<file path="config.mk">
export PLATFORM = sky130hd
export DESIGN_NAME = slot_allocator_first_free_hint_core_flat
export DESIGN_NICKNAME = d
export VERILOG_FILES = /design/src/rtl/sfh_pkg.sv /design/src/rtl/sfh_req_if.sv /design/src/rtl/sfh_rsp_if.sv /design/src/rtl/slot_allocator_first_free_hint_core.sv /design/src/flat_wrapper.sv
export SDC_FILE = /design/constraint.sdc
export NUM_CORES = 2
export LEC_CHECK = 0
export ABC_AREA = 1
export BUFFER_PORTS_ARGS = -buffer_cell sky130_fd_sc_hd__buf_4
export CORE_ASPECT_RATIO = 1.5
export CORE_MARGIN = 5
export CORE_UTILIZATION = 40
export DETAILED_ROUTE_END_ITERATION = 7
export SLEW_MARGIN = 25
export SYNTH_ARGS = -nofsm -noshare
export SYNTH_HDL_FRONTEND = slang
export SYNTH_SLANG_ARGS = --single-unit
</file>
<file path="constraint.sdc">
create_clock -name clk -period 10.7 [get_ports clk]
set_input_delay 1.605 -clock clk [delete_from_list [all_inputs] [get_ports clk]]
set_output_delay 1.605 -clock clk [all_outputs]
set_load 0.01 [all_outputs]
</file>
<file path="src/rtl/sfh_pkg.sv">
package sfh_pkg;

	// Table size and derived widths.
	localparam int SLOT_COUNT = 1024;
	localparam int WORD_BITS  = 32;
	localparam int OFF_W      = $clog2(WORD_BITS);
	localparam int WORDS      = (SLOT_COUNT + WORD_BITS - 1) / WORD_BITS;
	localparam int WIDX_W     = (WORDS > 1) ? $clog2(WORDS) : 1;
	localparam int ADDR_W     = WIDX_W + OFF_W;
	localparam int CNT_W      = $clog2(SLOT_COUNT + 1);

	// Beat field widths.
	localparam int SLOT_W   = 10;
	localparam int SPAWN_W  = 32;
	localparam int LIVE_W   = 11;
	localparam int TOP_W    = 11;
	localparam int STATUS_W = 2;

	typedef enum logic [STATUS_W-1:0] {
		ST_OK       = 2'd0,
		ST_FULL     = 2'd1,
		ST_BAD_FREE = 2'd2
	} status_t;

	typedef enum logic {
		OP_ALLOC = 1'b0,
		OP_FREE  = 1'b1
	} op_t;

	typedef logic [WORD_BITS-1:0] word_t;

endpackage

</file>
<file path="src/rtl/sfh_req_if.sv">
interface sfh_req_if import sfh_pkg::*; ();
	logic              valid;
	logic              ready;
	logic              operation;
	logic [SLOT_W-1:0] slot_index;

	modport source (output valid, operation, slot_index, input ready);
	modport sink   (input valid, operation, slot_index, output ready);
endinterface

</file>
<file path="src/rtl/sfh_rsp_if.sv">
interface sfh_rsp_if import sfh_pkg::*; ();
	logic                       valid;
	logic                       ready;
	logic [STATUS_W-1:0]        status;
	logic [SLOT_W-1:0]          granted_slot;
	logic [SPAWN_W-1:0]         spawn_number;
	logic [LIVE_W-1:0]          live_count;
	logic signed [TOP_W-1:0]    highest_used;

	modport source (output valid, status, granted_slot, spawn_number, live_count,
		highest_used, input ready);
	modport sink   (input valid, status, granted_slot, spawn_number, live_count,
		highest_used, output ready);
endinterface

</file>
<file path="src/rtl/slot_allocator_first_free_hint_core.sv">
// Slot allocator with a first-free hint.
// req channel: operation (0 allocate, 1 free) and slot_index (used by free only).
// rsp channel: one beat per request with status, granted_slot, spawn_number,
//   live_count and highest_used (-1 when the table is empty).
// Occupancy lives in a 32-bit-wide synchronous memory, one word per 32 slots.
// One request is worked at a time. An allocate reads one word per cycle,
// starting at the word that holds the hint; a free reads the slot's word and,
// when the highest-used slot is freed, walks down one word per cycle.
// A request goes from idle through its scan states (alloc, or free then down)
// to emit, which loads the output register. A full table whose hint is already
// saturated, or an out-of-range free, goes from idle straight to emit.
// A new req beat is taken only once the current one is worked.
// req.ready is high only while no request is in flight; a finished rsp beat may
// sit in the output register while the next request is taken and worked.
// If the receiver stalls, the rsp beat holds and the following result waits
// until the output register frees.
// Reset: the table reads empty (per-word valid flags clear at once, no sweep),
// hint 0, highest used -1, live count 0, spawn counter 0.
module slot_allocator_first_free_hint_core import sfh_pkg::*; (
	input  logic       clk,
	input  logic       arst_n,
	sfh_req_if.sink    req,
	sfh_rsp_if.source  rsp
);

	typedef enum logic [2:0] {
		S_IDLE,
		S_ALLOC,
		S_FREE,
		S_DOWN,
		S_EMIT
	} state_t;

	localparam logic [WIDX_W-1:0] LAST_WORD = WIDX_W'(WORDS - 1);
	localparam logic [WIDX_W-1:0] FIRST_WORD = '0;

	// Lowest set bit of a word.
	function automatic logic [OFF_W-1:0] lowest_set(word_t w);
		logic [OFF_W-1:0] idx;
		idx = '0;
		for (int i = WORD_BITS - 1; i >= 0; i--) begin
			if (w[i]) idx = OFF_W'(i);
		end
		return idx;
	endfunction

	// Highest set bit of a word.
	function automatic logic [OFF_W-1:0] highest_set(word_t w);
		logic [OFF_W-1:0] idx;
		idx = '0;
		for (int i = 0; i < WORD_BITS; i++) begin
			if (w[i]) idx = OFF_W'(i);
		end
		return idx;
	endfunction

	// Bits of a word that lie past the end of the table.
	function automatic word_t tail_mask(logic [WIDX_W-1:0] widx);
		word_t m;
		m = '0;
		for (int i = 0; i < WORD_BITS; i++) begin
			if (int'(widx) * WORD_BITS + i >= SLOT_COUNT) m[i] = 1'b1;
		end
		return m;
	endfunction

	// Occupancy memory and per-word valid flags
	word_t              mem [WORDS];
	logic [WORDS-1:0]   word_vld_q;
	word_t              rd_data_q;
	logic               rd_ok_q;

	logic               rd_en;
	logic [WIDX_W-1:0]  rd_addr;
	logic               wr_en;
	logic [WIDX_W-1:0]  wr_addr;
	word_t              wr_data;

	// Control and allocator state
	state_t                   state_q;
	logic [ADDR_W-1:0]        slot_q;
	logic [WIDX_W-1:0]        widx_q;
	logic [OFF_W-1:0]         off_q;
	logic [CNT_W-1:0]         hint_q;
	logic signed [ADDR_W:0]   top_q;
	logic [CNT_W-1:0]         live_q;
	logic [SPAWN_W-1:0]       spawn_q;

	// Result of the request in flight
	status_t                  res_status_q;
	logic [ADDR_W-1:0]        res_slot_q;
	logic [SPAWN_W-1:0]       res_spawn_q;

	// Output register
	logic                     out_valid_q;
	status_t                  out_status_q;
	logic [ADDR_W-1:0]        out_slot_q;
	logic [SPAWN_W-1:0]       out_spawn_q;
	logic [CNT_W-1:0]         out_live_q;
	logic signed [ADDR_W:0]   out_top_q;

	// Combinational helpers
	logic               accept;
	logic [ADDR_W-1:0]  in_slot;
	logic               in_range;
	logic               hint_full;
	logic [WIDX_W-1:0]  hint_widx;
	word_t              rd_word;
	word_t              alloc_free;
	logic               alloc_hit;
	logic [OFF_W-1:0]   alloc_pos;
	logic [ADDR_W-1:0]  alloc_slot;
	logic               free_bit;
	word_t              cleared;
	word_t              down_src;
	logic               down_hit;
	logic [OFF_W-1:0]   down_pos;
	logic               frees_top;

	assign req.ready = (state_q == S_IDLE);
	assign accept    = req.valid && (state_q == S_IDLE);
	assign in_slot   = ADDR_W'(req.slot_index);
	assign in_range  = int'(req.slot_index) < SLOT_COUNT;
	assign hint_full = hint_q >= CNT_W'(SLOT_COUNT);
	assign hint_widx = hint_q[OFF_W +: WIDX_W];

	// A word never written reads as empty.
	assign rd_word = rd_ok_q ? rd_data_q : '0;

	// Upward scan: treat bits below the start offset and past the table as taken.
	always_comb begin
		alloc_free = ~(rd_word | ((word_t'(1) << off_q) - word_t'(1)) | tail_mask(widx_q));
		alloc_hit  = |alloc_free;
		alloc_pos  = lowest_set(alloc_free);
		alloc_slot = {widx_q, alloc_pos};
	end

	// Free check and downward scan.
	always_comb begin
		free_bit  = rd_word[slot_q[OFF_W-1:0]];
		cleared   = rd_word & ~(word_t'(1) << slot_q[OFF_W-1:0]);
		frees_top = (top_q == $signed({1'b0, slot_q}));
		if (state_q == S_FREE) begin
			down_src = cleared & ((word_t'(1) << slot_q[OFF_W-1:0]) - word_t'(1));
		end else begin
			down_src = rd_word;
		end
		down_hit = |down_src;
		down_pos = highest_set(down_src);
	end

	// Memory port control. A read never targets the word written in the same cycle.
	always_comb begin
		rd_en   = 1'b0;
		rd_addr = widx_q;
		wr_en   = 1'b0;
		wr_addr = widx_q;
		wr_data = rd_word;
		unique case (state_q)
			S_IDLE: begin
				if (accept) begin
					if (req.operation == OP_ALLOC) begin
						rd_en   = !hint_full;
						rd_addr = hint_widx;
					end else begin
						rd_en   = in_range;
						rd_addr = in_slot[OFF_W +: WIDX_W];
					end
				end
			end
			S_ALLOC: begin
				if (alloc_hit) begin
					wr_en   = 1'b1;
					wr_data = rd_word | (word_t'(1) << alloc_pos);
				end else if (widx_q != LAST_WORD) begin
					rd_en   = 1'b1;
					rd_addr = widx_q + WIDX_W'(1);
				end
			end
			S_FREE: begin
				if (free_bit) begin
					wr_en   = 1'b1;
					wr_data = cleared;
					if (frees_top && !down_hit && widx_q != FIRST_WORD) begin
						rd_en   = 1'b1;
						rd_addr = widx_q - WIDX_W'(1);
					end
				end
			end
			S_DOWN: begin
				if (!down_hit && widx_q != FIRST_WORD) begin
					rd_en   = 1'b1;
					rd_addr = widx_q - WIDX_W'(1);
				end
			end
			S_EMIT: begin
			end
			default: begin
			end
		endcase
	end

	// Memory array with registered read
	always_ff @(posedge clk) begin
		if (wr_en) begin
			mem[wr_addr] <= wr_data;
		end
		if (rd_en) begin
			rd_data_q <= mem[rd_addr];
			rd_ok_q   <= word_vld_q[rd_addr];
		end
	end

	// Mark a word valid on its first write
	always_ff @(posedge clk or negedge arst_n) begin
		if (!arst_n) begin
			word_vld_q <= '0;
		end else if (wr_en) begin
			word_vld_q[wr_addr] <= 1'b1;
		end
	end

	// Sequencer, allocator state and output register
	always_ff @(posedge clk or negedge arst_n) begin
		if (!arst_n) begin
			state_q      <= S_IDLE;
			slot_q       <= '0;
			widx_q       <= '0;
			off_q        <= '0;
			hint_q       <= '0;
			top_q        <= '1;
			live_q       <= '0;
			spawn_q      <= '0;
			res_status_q <= ST_OK;
			res_slot_q   <= '0;
			res_spawn_q  <= '0;
			out_valid_q  <= 1'b0;
			out_status_q <= ST_OK;
			out_slot_q   <= '0;
			out_spawn_q  <= '0;
			out_live_q   <= '0;
			out_top_q    <= '1;
		end else begin
			// drop the output beat once taken; in S_EMIT the load decides
			if (out_valid_q && rsp.ready && state_q != S_EMIT) begin
				out_valid_q <= 1'b0;
			end
			unique case (state_q)
				S_IDLE: begin
					if (accept) begin
						slot_q      <= in_slot;
						res_slot_q  <= '0;
						res_spawn_q <= '0;
						if (req.operation == OP_ALLOC) begin
							if (hint_full) begin
								res_status_q <= ST_FULL;
								state_q      <= S_EMIT;
							end else begin
								widx_q  <= hint_widx;
								off_q   <= hint_q[OFF_W-1:0];
								state_q <= S_ALLOC;
							end
						end else begin
							if (!in_range) begin
								res_status_q <= ST_BAD_FREE;
								state_q      <= S_EMIT;
							end else begin
								widx_q  <= in_slot[OFF_W +: WIDX_W];
								state_q <= S_FREE;
							end
						end
					end
				end
				S_ALLOC: begin
					if (alloc_hit) begin
						hint_q       <= CNT_W'(alloc_slot) + CNT_W'(1);
						if ($signed({1'b0, alloc_slot}) > top_q) begin
							top_q <= $signed({1'b0, alloc_slot});
						end
						live_q       <= live_q + CNT_W'(1);
						spawn_q      <= spawn_q + SPAWN_W'(1);
						res_spawn_q  <= spawn_q;
						res_slot_q   <= alloc_slot;
						res_status_q <= ST_OK;
						state_q      <= S_EMIT;
					end else if (widx_q == LAST_WORD) begin
						// scan ran off the end: saturate the hint
						hint_q       <= CNT_W'(SLOT_COUNT);
						res_status_q <= ST_FULL;
						state_q      <= S_EMIT;
					end else begin
						widx_q <= widx_q + WIDX_W'(1);
						off_q  <= '0;
					end
				end
				S_FREE: begin
					if (!free_bit) begin
						res_status_q <= ST_BAD_FREE;
						state_q      <= S_EMIT;
					end else begin
						res_status_q <= ST_OK;
						live_q       <= live_q - CNT_W'(1);
						if (hint_q > CNT_W'(slot_q)) begin
							hint_q <= CNT_W'(slot_q);
						end
						if (!frees_top) begin
							state_q <= S_EMIT;
						end else if (down_hit) begin
							top_q   <= $signed({1'b0, widx_q, down_pos});
							state_q <= S_EMIT;
						end else if (widx_q == FIRST_WORD) begin
							top_q   <= '1;
							state_q <= S_EMIT;
						end else begin
							widx_q  <= widx_q - WIDX_W'(1);
							state_q <= S_DOWN;
						end
					end
				end
				S_DOWN: begin
					if (down_hit) begin
						top_q   <= $signed({1'b0, widx_q, down_pos});
						state_q <= S_EMIT;
					end else if (widx_q == FIRST_WORD) begin
						top_q   <= '1;
						state_q <= S_EMIT;
					end else begin
						widx_q <= widx_q - WIDX_W'(1);
					end
				end
				S_EMIT: begin
					// hold until the output register is free
					if (!out_valid_q || rsp.ready) begin
						out_valid_q  <= 1'b1;
						out_status_q <= res_status_q;
						out_slot_q   <= res_slot_q;
						out_spawn_q  <= res_spawn_q;
						out_live_q   <= live_q;
						out_top_q    <= top_q;
						state_q      <= S_IDLE;
					end
				end
				default: begin
					state_q <= S_IDLE;
				end
			endcase
		end
	end

	assign rsp.valid        = out_valid_q;
	assign rsp.status       = out_status_q;
	assign rsp.granted_slot = SLOT_W'(out_slot_q);
	assign rsp.spawn_number = out_spawn_q;
	assign rsp.live_count   = LIVE_W'(out_live_q);
	assign rsp.highest_used = TOP_W'(out_top_q);

endmodule

</file>
<file path="src/flat_wrapper.sv">
// flat-port wrapper written by rule: the top's interface ports become plain ports
module slot_allocator_first_free_hint_core_flat import sfh_pkg::*;
  (clk, arst_n, req_valid, req_operation, req_slot_index, req_ready, rsp_valid, rsp_status, rsp_granted_slot, rsp_spawn_number, rsp_live_count, rsp_highest_used, rsp_ready);
  sfh_req_if req_i ();
  sfh_rsp_if rsp_i ();
  input  logic clk;
  input  logic arst_n;
  input wire logic [$bits(req_i.valid)-1:0] req_valid;
  input wire logic [$bits(req_i.operation)-1:0] req_operation;
  input wire logic [$bits(req_i.slot_index)-1:0] req_slot_index;
  output wire logic [$bits(req_i.ready)-1:0] req_ready;
  output wire logic [$bits(rsp_i.valid)-1:0] rsp_valid;
  output wire logic [$bits(rsp_i.status)-1:0] rsp_status;
  output wire logic [$bits(rsp_i.granted_slot)-1:0] rsp_granted_slot;
  output wire logic [$bits(rsp_i.spawn_number)-1:0] rsp_spawn_number;
  output wire logic [$bits(rsp_i.live_count)-1:0] rsp_live_count;
  output wire logic [$bits(rsp_i.highest_used)-1:0] rsp_highest_used;
  input wire logic [$bits(rsp_i.ready)-1:0] rsp_ready;
  assign req_i.valid = req_valid;
  assign req_i.operation = req_operation;
  assign req_i.slot_index = req_slot_index;
  assign req_ready = req_i.ready;
  assign rsp_valid = rsp_i.valid;
  assign rsp_status = rsp_i.status;
  assign rsp_granted_slot = rsp_i.granted_slot;
  assign rsp_spawn_number = rsp_i.spawn_number;
  assign rsp_live_count = rsp_i.live_count;
  assign rsp_highest_used = rsp_i.highest_used;
  assign rsp_i.ready = rsp_ready;
  slot_allocator_first_free_hint_core u_core (.clk(clk), .arst_n(arst_n), .req(req_i), .rsp(rsp_i));
endmodule
</file>
# [After elaboration in Yosys (flattened, before gate mapping)]
# Memories as Yosys holds them, arrays and structs flattened. A register that Yosys moved wholly into a read port is not among the register bits.
# Cells that the tools add are included.
[word_totals] regBits=232 n_memories=1 wordCells=351 output_inout_bits=68 mem_bits_rw=1024 in_bits=15
[classes] n_addsub=39 eq_ne=23 n_lt_le_gt_ge=39 muxes=187 shifts=3 n_reduce_logical=32 bitwise=8
[mem_list] memory="u_core.mem" words=32 width=32 read_ports=1 rd_ports_with_merged_regs=1 wr=1 line="slot_allocator_first_free_hint_core.sv:68" rtl="word_t mem [WORDS];"
[ops] op="$ge 32x12->1 const B" count=31
[ops] op="$mux 5" count=69
[ops] op="$mux 32" count=6
[ops] op="$add 10x5->11 const B" count=16
[ops] op="$mux 11" count=12
[ops] op="$or 32x32->32" count=4
[ops] op="$pmux 32 s2" count=2
[ops] op="$shl 1x5->32 const A" count=3
[ops] op="$add 10x4->11 const B" count=8
[ops] op="$and 32x32->32" count=2
[ops] op="$not 32->32" count=2
[ops] op="$reduce_or 32->1" count=2
[ops] op="$sub 32x1->32 const B" count=2
[ops] op="$mux 1" count=50
[ops] op="$mux 3" count=16
[ops] op="$add 10x3->11 const B" count=4
[ops] op="$pmux 11 s2" count=2
[ops] op="$pmux 5 s4" count=2
[ops] op="$pmux 11 s3" count=1
[ops] op="$add 32x1->32 const B" count=1
[ops] op="$mux 4" count=8
[ops] op="$add 10x1->11 const B" count=2
[ops] op="$add 10x2->11 const B" count=2
[ops] op="$mux 10" count=2
[ops] op="other kinds (44)" count=82

# [Logic depth before layout (Yosys ltp)]
[logic_depth] depth_word=41 depth_mapped=60 depth_no_buf=58

# [Worst setup path before layout]
# Ideal clock, no wire load.
[synth_path] path_kind="register to register" startpoint="register u_core.off_q[3]" endpoint="memory u_core.mem[0][17] (netlist bit) (data pin)" required_ps=10227 arrival_ps=5113 n_path_buf=2 setup_ps=473 setup_slack_ps=5113 stages_incl_launch_ff=50 period_less_slack_ps=5587 path_cell_list="dfrtp_1 buf_4 inv_2 buf_6 nand3_1 nor2_1 inv_1 ha_1 nand2_1 nor2_4 nand2_4 inv_2 nand2_1 nor2_2 nand2_1 nand2_1 nand3_1 nand2_1 [14 not listed] nand2_1 nand2_1 nand2_1 nand2_1 nand2_1 nand2_1 nand2_1 nand2_1 nand2_1 nand2_1 nand2_1 nand2_1 nand2_1 nand2_1 inv_1 ha_1 inv_1 o32ai_1"
[synth_between] elab_chain_len=41 elab_cells_between_ends=42 classes_between="add/sub (1); shift (2); mux (34); bitwise (4); reduce/logical (1)"
[synth_rtl] element="start: declaration" line="slot_allocator_first_free_hint_core.sv:83" rtl="logic [OFF_W-1:0] off_q;"
[synth_rtl] element="start signal: assignment" line="slot_allocator_first_free_hint_core.sv:260" rtl="off_q <= hint_q[OFF_W-1:0];"
[synth_rtl] element="$shl 1x5->32 (*)" line="slot_allocator_first_free_hint_core.sv:132" rtl="alloc_free = ~(rd_word | ((word_t'(1) << off_q) - word_t'(1)) | tail_mask(widx_q));"
[synth_rtl] element="$sub 32x1->32 (*)" line="slot_allocator_first_free_hint_core.sv:132"
[synth_rtl] element="$or 32x32->32 (*) (2 in a row)" line="slot_allocator_first_free_hint_core.sv:132"
[synth_rtl] element="$not 32->32 (*)" line="slot_allocator_first_free_hint_core.sv:132"
[synth_rtl] element="$mux 5 (32 in a row)" line="slot_allocator_first_free_hint_core.sv:42" rtl="if (w[i]) idx = OFF_W'(i);"
[synth_rtl] element="$shl 1x5->32" line="slot_allocator_first_free_hint_core.sv:174" rtl="wr_data = rd_word | (word_t'(1) << alloc_pos);"
[synth_rtl] element="$or 32x32->32" line="slot_allocator_first_free_hint_core.sv:174"
[synth_rtl] element="$mux 32 (*)" line="slot_allocator_first_free_hint_core.sv:172" rtl="if (alloc_hit) begin"
[synth_rtl] element="$pmux 32 s2 (*)" line="slot_allocator_first_free_hint_core.sv:159" rtl="unique case (state_q)"
[synth_rtl] element="named net u_core.wr_data[17]" line="slot_allocator_first_free_hint_core.sv:77" rtl="word_t wr_data;"
[synth_rtl] element="end: declaration" line="slot_allocator_first_free_hint_core.sv:68"
# Mark *: on every way through the listed nets, which the timed path passes. The rest lies on a longest branch.

# [Worst setup path in the final report]
[layout_path] startpoint="register u_core.state_q[2]" endpoint="register u_core.rd_data_q[13] (read register of u_core.mem) (data pin)"
[layout_between] elab_chain_len=9 elab_cells_between_ends=21 classes_between="eq/ne (3); mux (11); reduce/logical (7)"
[layout_rtl] element="start: declaration" line="slot_allocator_first_free_hint_core.sv:80" rtl="state_t state_q;"
[layout_rtl] element="start signal: assignment" line="slot_allocator_first_free_hint_core.sv:226" rtl="state_q <= S_IDLE;"
[layout_rtl] element="start signal: assignment" line="slot_allocator_first_free_hint_core.sv:257" rtl="state_q <= S_EMIT;"
[layout_rtl] element="start signal: assignment" line="slot_allocator_first_free_hint_core.sv:261" rtl="state_q <= S_ALLOC;"
[layout_rtl] element="$eq 3x2->1" line="slot_allocator_first_free_hint_core.sv:143, slot_allocator_first_free_hint_core.sv:159"
[layout_rtl] element="$mux 32" line="slot_allocator_first_free_hint_core.sv:143" rtl="if (state_q == S_FREE) begin"
[layout_rtl] element="$reduce_or 32->1" line="slot_allocator_first_free_hint_core.sv:148" rtl="down_hit = |down_src;"
[layout_rtl] element="$logic_not 1->1" line="slot_allocator_first_free_hint_core.sv:184, slot_allocator_first_free_hint_core.sv:191"
[layout_rtl] element="$logic_and 1x1->1 (2 in a row)" line="slot_allocator_first_free_hint_core.sv:184" rtl="if (frees_top && !down_hit && widx_q != FIRST_WORD) begin"
[layout_rtl] element="$mux 5 or $mux 1 (tied branches)" line="slot_allocator_first_free_hint_core.sv:184"
[layout_rtl] element="$mux 5 or $mux 1 (tied branches)" line="slot_allocator_first_free_hint_core.sv:181" rtl="if (free_bit) begin"
[layout_rtl] element="$pmux 5 s4 or $pmux 1 s4 (tied branches)" line="slot_allocator_first_free_hint_core.sv:159"
[layout_rtl] element="end: declaration" line="slot_allocator_first_free_hint_core.sv:70" rtl="word_t rd_data_q;"
# Several ways; a longest one is shown, not always the timed one.
# A chain may end at the register's enable or synchronous reset.

==> out/results.tsv <==
metric	value	unit
drt_iter0_markers	4078	
final_util	45.0	%
core-area	141000	µm²
fin_hold_ws	461	ps
die-area	150000	µm²
die_w	318	µm
final_area	63600	µm²
placed_area	59800	µm²
syn_inst	5048	
ys_warn_count	0	
postCtsHoldBufs	0	
cts-resized-gates	0	
grtUsageTotal	22.9	%
hp-class	reg2reg	
tightest_slew	1150	ps
r2r_cells	23	
critPathCaptureType	flop	
syn_area	57000	µm²
multiInputGateArea	16400	µm²
yosys_register_bits	1288	
whs_path_depth	2	
async_flop_share	17.9	%
synth.avg_cell_area	11.3	µm²
antenna_found_initial	1	
area_growth	11.7	%
ys_types	74	
critical_path_required	11280	ps
vias_per_cell	5.65	
netlist.area_leader.share	55.7	%
synthTopCellsByArea	edfxtp_1 56%, dfrtp_1 9.2%, o211ai_1 7.1%, nand2_1 4.9%, inv_1 3.4%	
outcome	finished clean	
tns	0	ps
route.met2.wl	88200	µm
firstDrtPassIters	5	
wl_met3	10200	µm
dp_hpwl	101000	µm
cts.sinks	1288	
grt_max_degree	238	
post_cts_buffers	0	
detail_route.wirelength.met1	68100	µm
via_count	39703	
cp.arrival	8120	ps
path_clk_slew	60	ps
detail-route-antenna-nets	0	
cts_tree	built	
finalHoldViolations	0	
yosysSeqAreaShare	65.9	%
rsz0062_at_grt	false	
wl_per_cell	25.2	µm
slew_viol_final	0	
place_congestion	1.02	
critPathKind	reg2reg	
synthesis.nets	5108	
setup_viol	0	
fp.dieH	472	µm
routed_wl	177000	µm
cts_root_buffer	clkbuf_16	
path_max_fanout	128	
overflow	0	
portBuffers	82	
cts_buffers	114	
rrSetupSlack	3160	ps
clock_latency	750	ps
cts_buffer_depth	3	
rows	169	
layout_min_cycle_time	7540	ps
nets	5111	
synth_flop_cell	edfxtp_1	
max_cap_viol_count	0	
grt_first_pass_wirelength	260000	µm
drive_above_1_share	11.3	%
ff_latch_area	37500	µm²
worst_setup_path_start_kind	flop	
drc	0	
grt_pass1_vias	38605	
ioPinCount	83	
cts_htree_levels	3	
synth_top_cell_by_area	edfxtp_1	
fmax	133	MHz
top_layer_used	met4	
fin_skew	36.2	ps
nFillCells	12967	
maxSlewHeadroom	23.5	%
period_share	70.5	%
initial_utilization	40.3	%
synth_edf_count	1057	
==> layer usage <==
| metal | up-vias | GRT usage, % |
|---|---|---|
| met5 | - | 0 |
| met4 | 0 | 12.6 |
| met3 | 432 | 2.81 |
| met2 | 1517 | 40.0 |
| met1 | 19767 | 27.7 |
| li1 | 17987 | - |
==> flip-flops by register name, summed over array words and instances, names as in the netlist, 11 cells and up <==
name	count
u_core.rsp.spawn_number	32
u_core.mem	1024
u_core.top_q	11
u_core.rsp.live_count	11
u_core.rsp.highest_used	11
u_core.hint_q	11
u_core.res_spawn_q	32
u_core.live_q	11
u_core.spawn_q	32
u_core.word_vld_q	32
u_core.rd_data_q	32
==> layout make-up <==
class	count	area share [%]
multi-input cells	2918	25.7
clock inverters	58	0.926
diodes	1	0.00393
repair buffers	178	2.33
well taps	1881	3.70
inverters	551	3.29
clock buffers	154	5.02
flip-flops and latches	1288	59.0
==> stage by stage <==
step	setup slack, ps	std cells
5_1_grt	2640	7029
2_1_floorplan	5110	5048
3_5_place_dp	3270	6816
4_1_cts	3240	7028
3_3_place_gp	3270	6808
6_report	3160	7029
==> path summary, 6_finish.rpt <==
check,start,end
min in group asynchronous,arst_n,u_core.res_spawn_q[8]
max in group asynchronous,arst_n,u_core.hint_q[1]
max reg2reg,u_core.state_q[2],u_core.rd_data_q[13]
min,u_core.word_vld_q[2],u_core.word_vld_q[2]
max,u_core.state_q[2],u_core.rd_data_q[13]
min reg2reg,u_core.word_vld_q[2],u_core.word_vld_q[2]
==> worst max-delay path, stage by stage (launching register included) <==
cell and delay [ps]:
dfrtp_1 510, nor3_4 230, buf_4 530, inv_2 390, buf_4 380, nor2_1 160
a21oi_1 190, nor4_1 660, nand2_1 210, nor2_2 160, nand2_2 110, nor2_4 130
nor2_1 60, or3_1 400, o21ai_0 350, nand2_4 520, inv_8 860, buf_12 450
o211ai_1 190, o211ai_1 140, nand3_1 110, nand2_1 100, inv_1 70, o21ai_1 120
==> placed cells by master, fill, tap and decap left out, types with 47 or more instances in the layout <==
cell type  netlist  layout
or2_2           49      49
o211ai_1       535     535
o21ai_1        109     109
edfxtp_1      1057    1057
buf_4           47     163
o21ai_0        353     347
dfrtp_1        209     209
nand3_1        212     212
clkbuf_16        0     119
a21oi_1         70      68
inv_1          516     514
nor2_1         439     407
nand2_1        742     739
nand4_1         47      47
==> synth_stat cells (all sizes together), types with 10 or more instances <==
library cell,n
a21oi,70
a22oi,10
buf,159
clkbuf,132
dfrtp,209
dfstp,22
edfxtp,1057
ha,44
inv,542
nand2,755
nand3,214
nand4,49
nor2,462
nor3,48
nor4,20
o211ai,539
o21ai,468
o22ai,61
or2,50
xor2,39
==> cells by family after synthesis <==
kind of cell / count (synthesis) / synth area share, %
xor gates and xnor gates: 44 / 0.676
and+or+nand+nor: 1605 / 12.1
AOI/OAI and AO/OA: 1215 / 13.7
adders and majority gates: 45 / 1.00
muxes: 9 / 0.176
buffers and inverters: 842 / 6.42
DFF: 1288 / 65.9
Power is not shown: default switching activity piles up to over one toggle a cycle in this logic, so the estimate is an artifact.
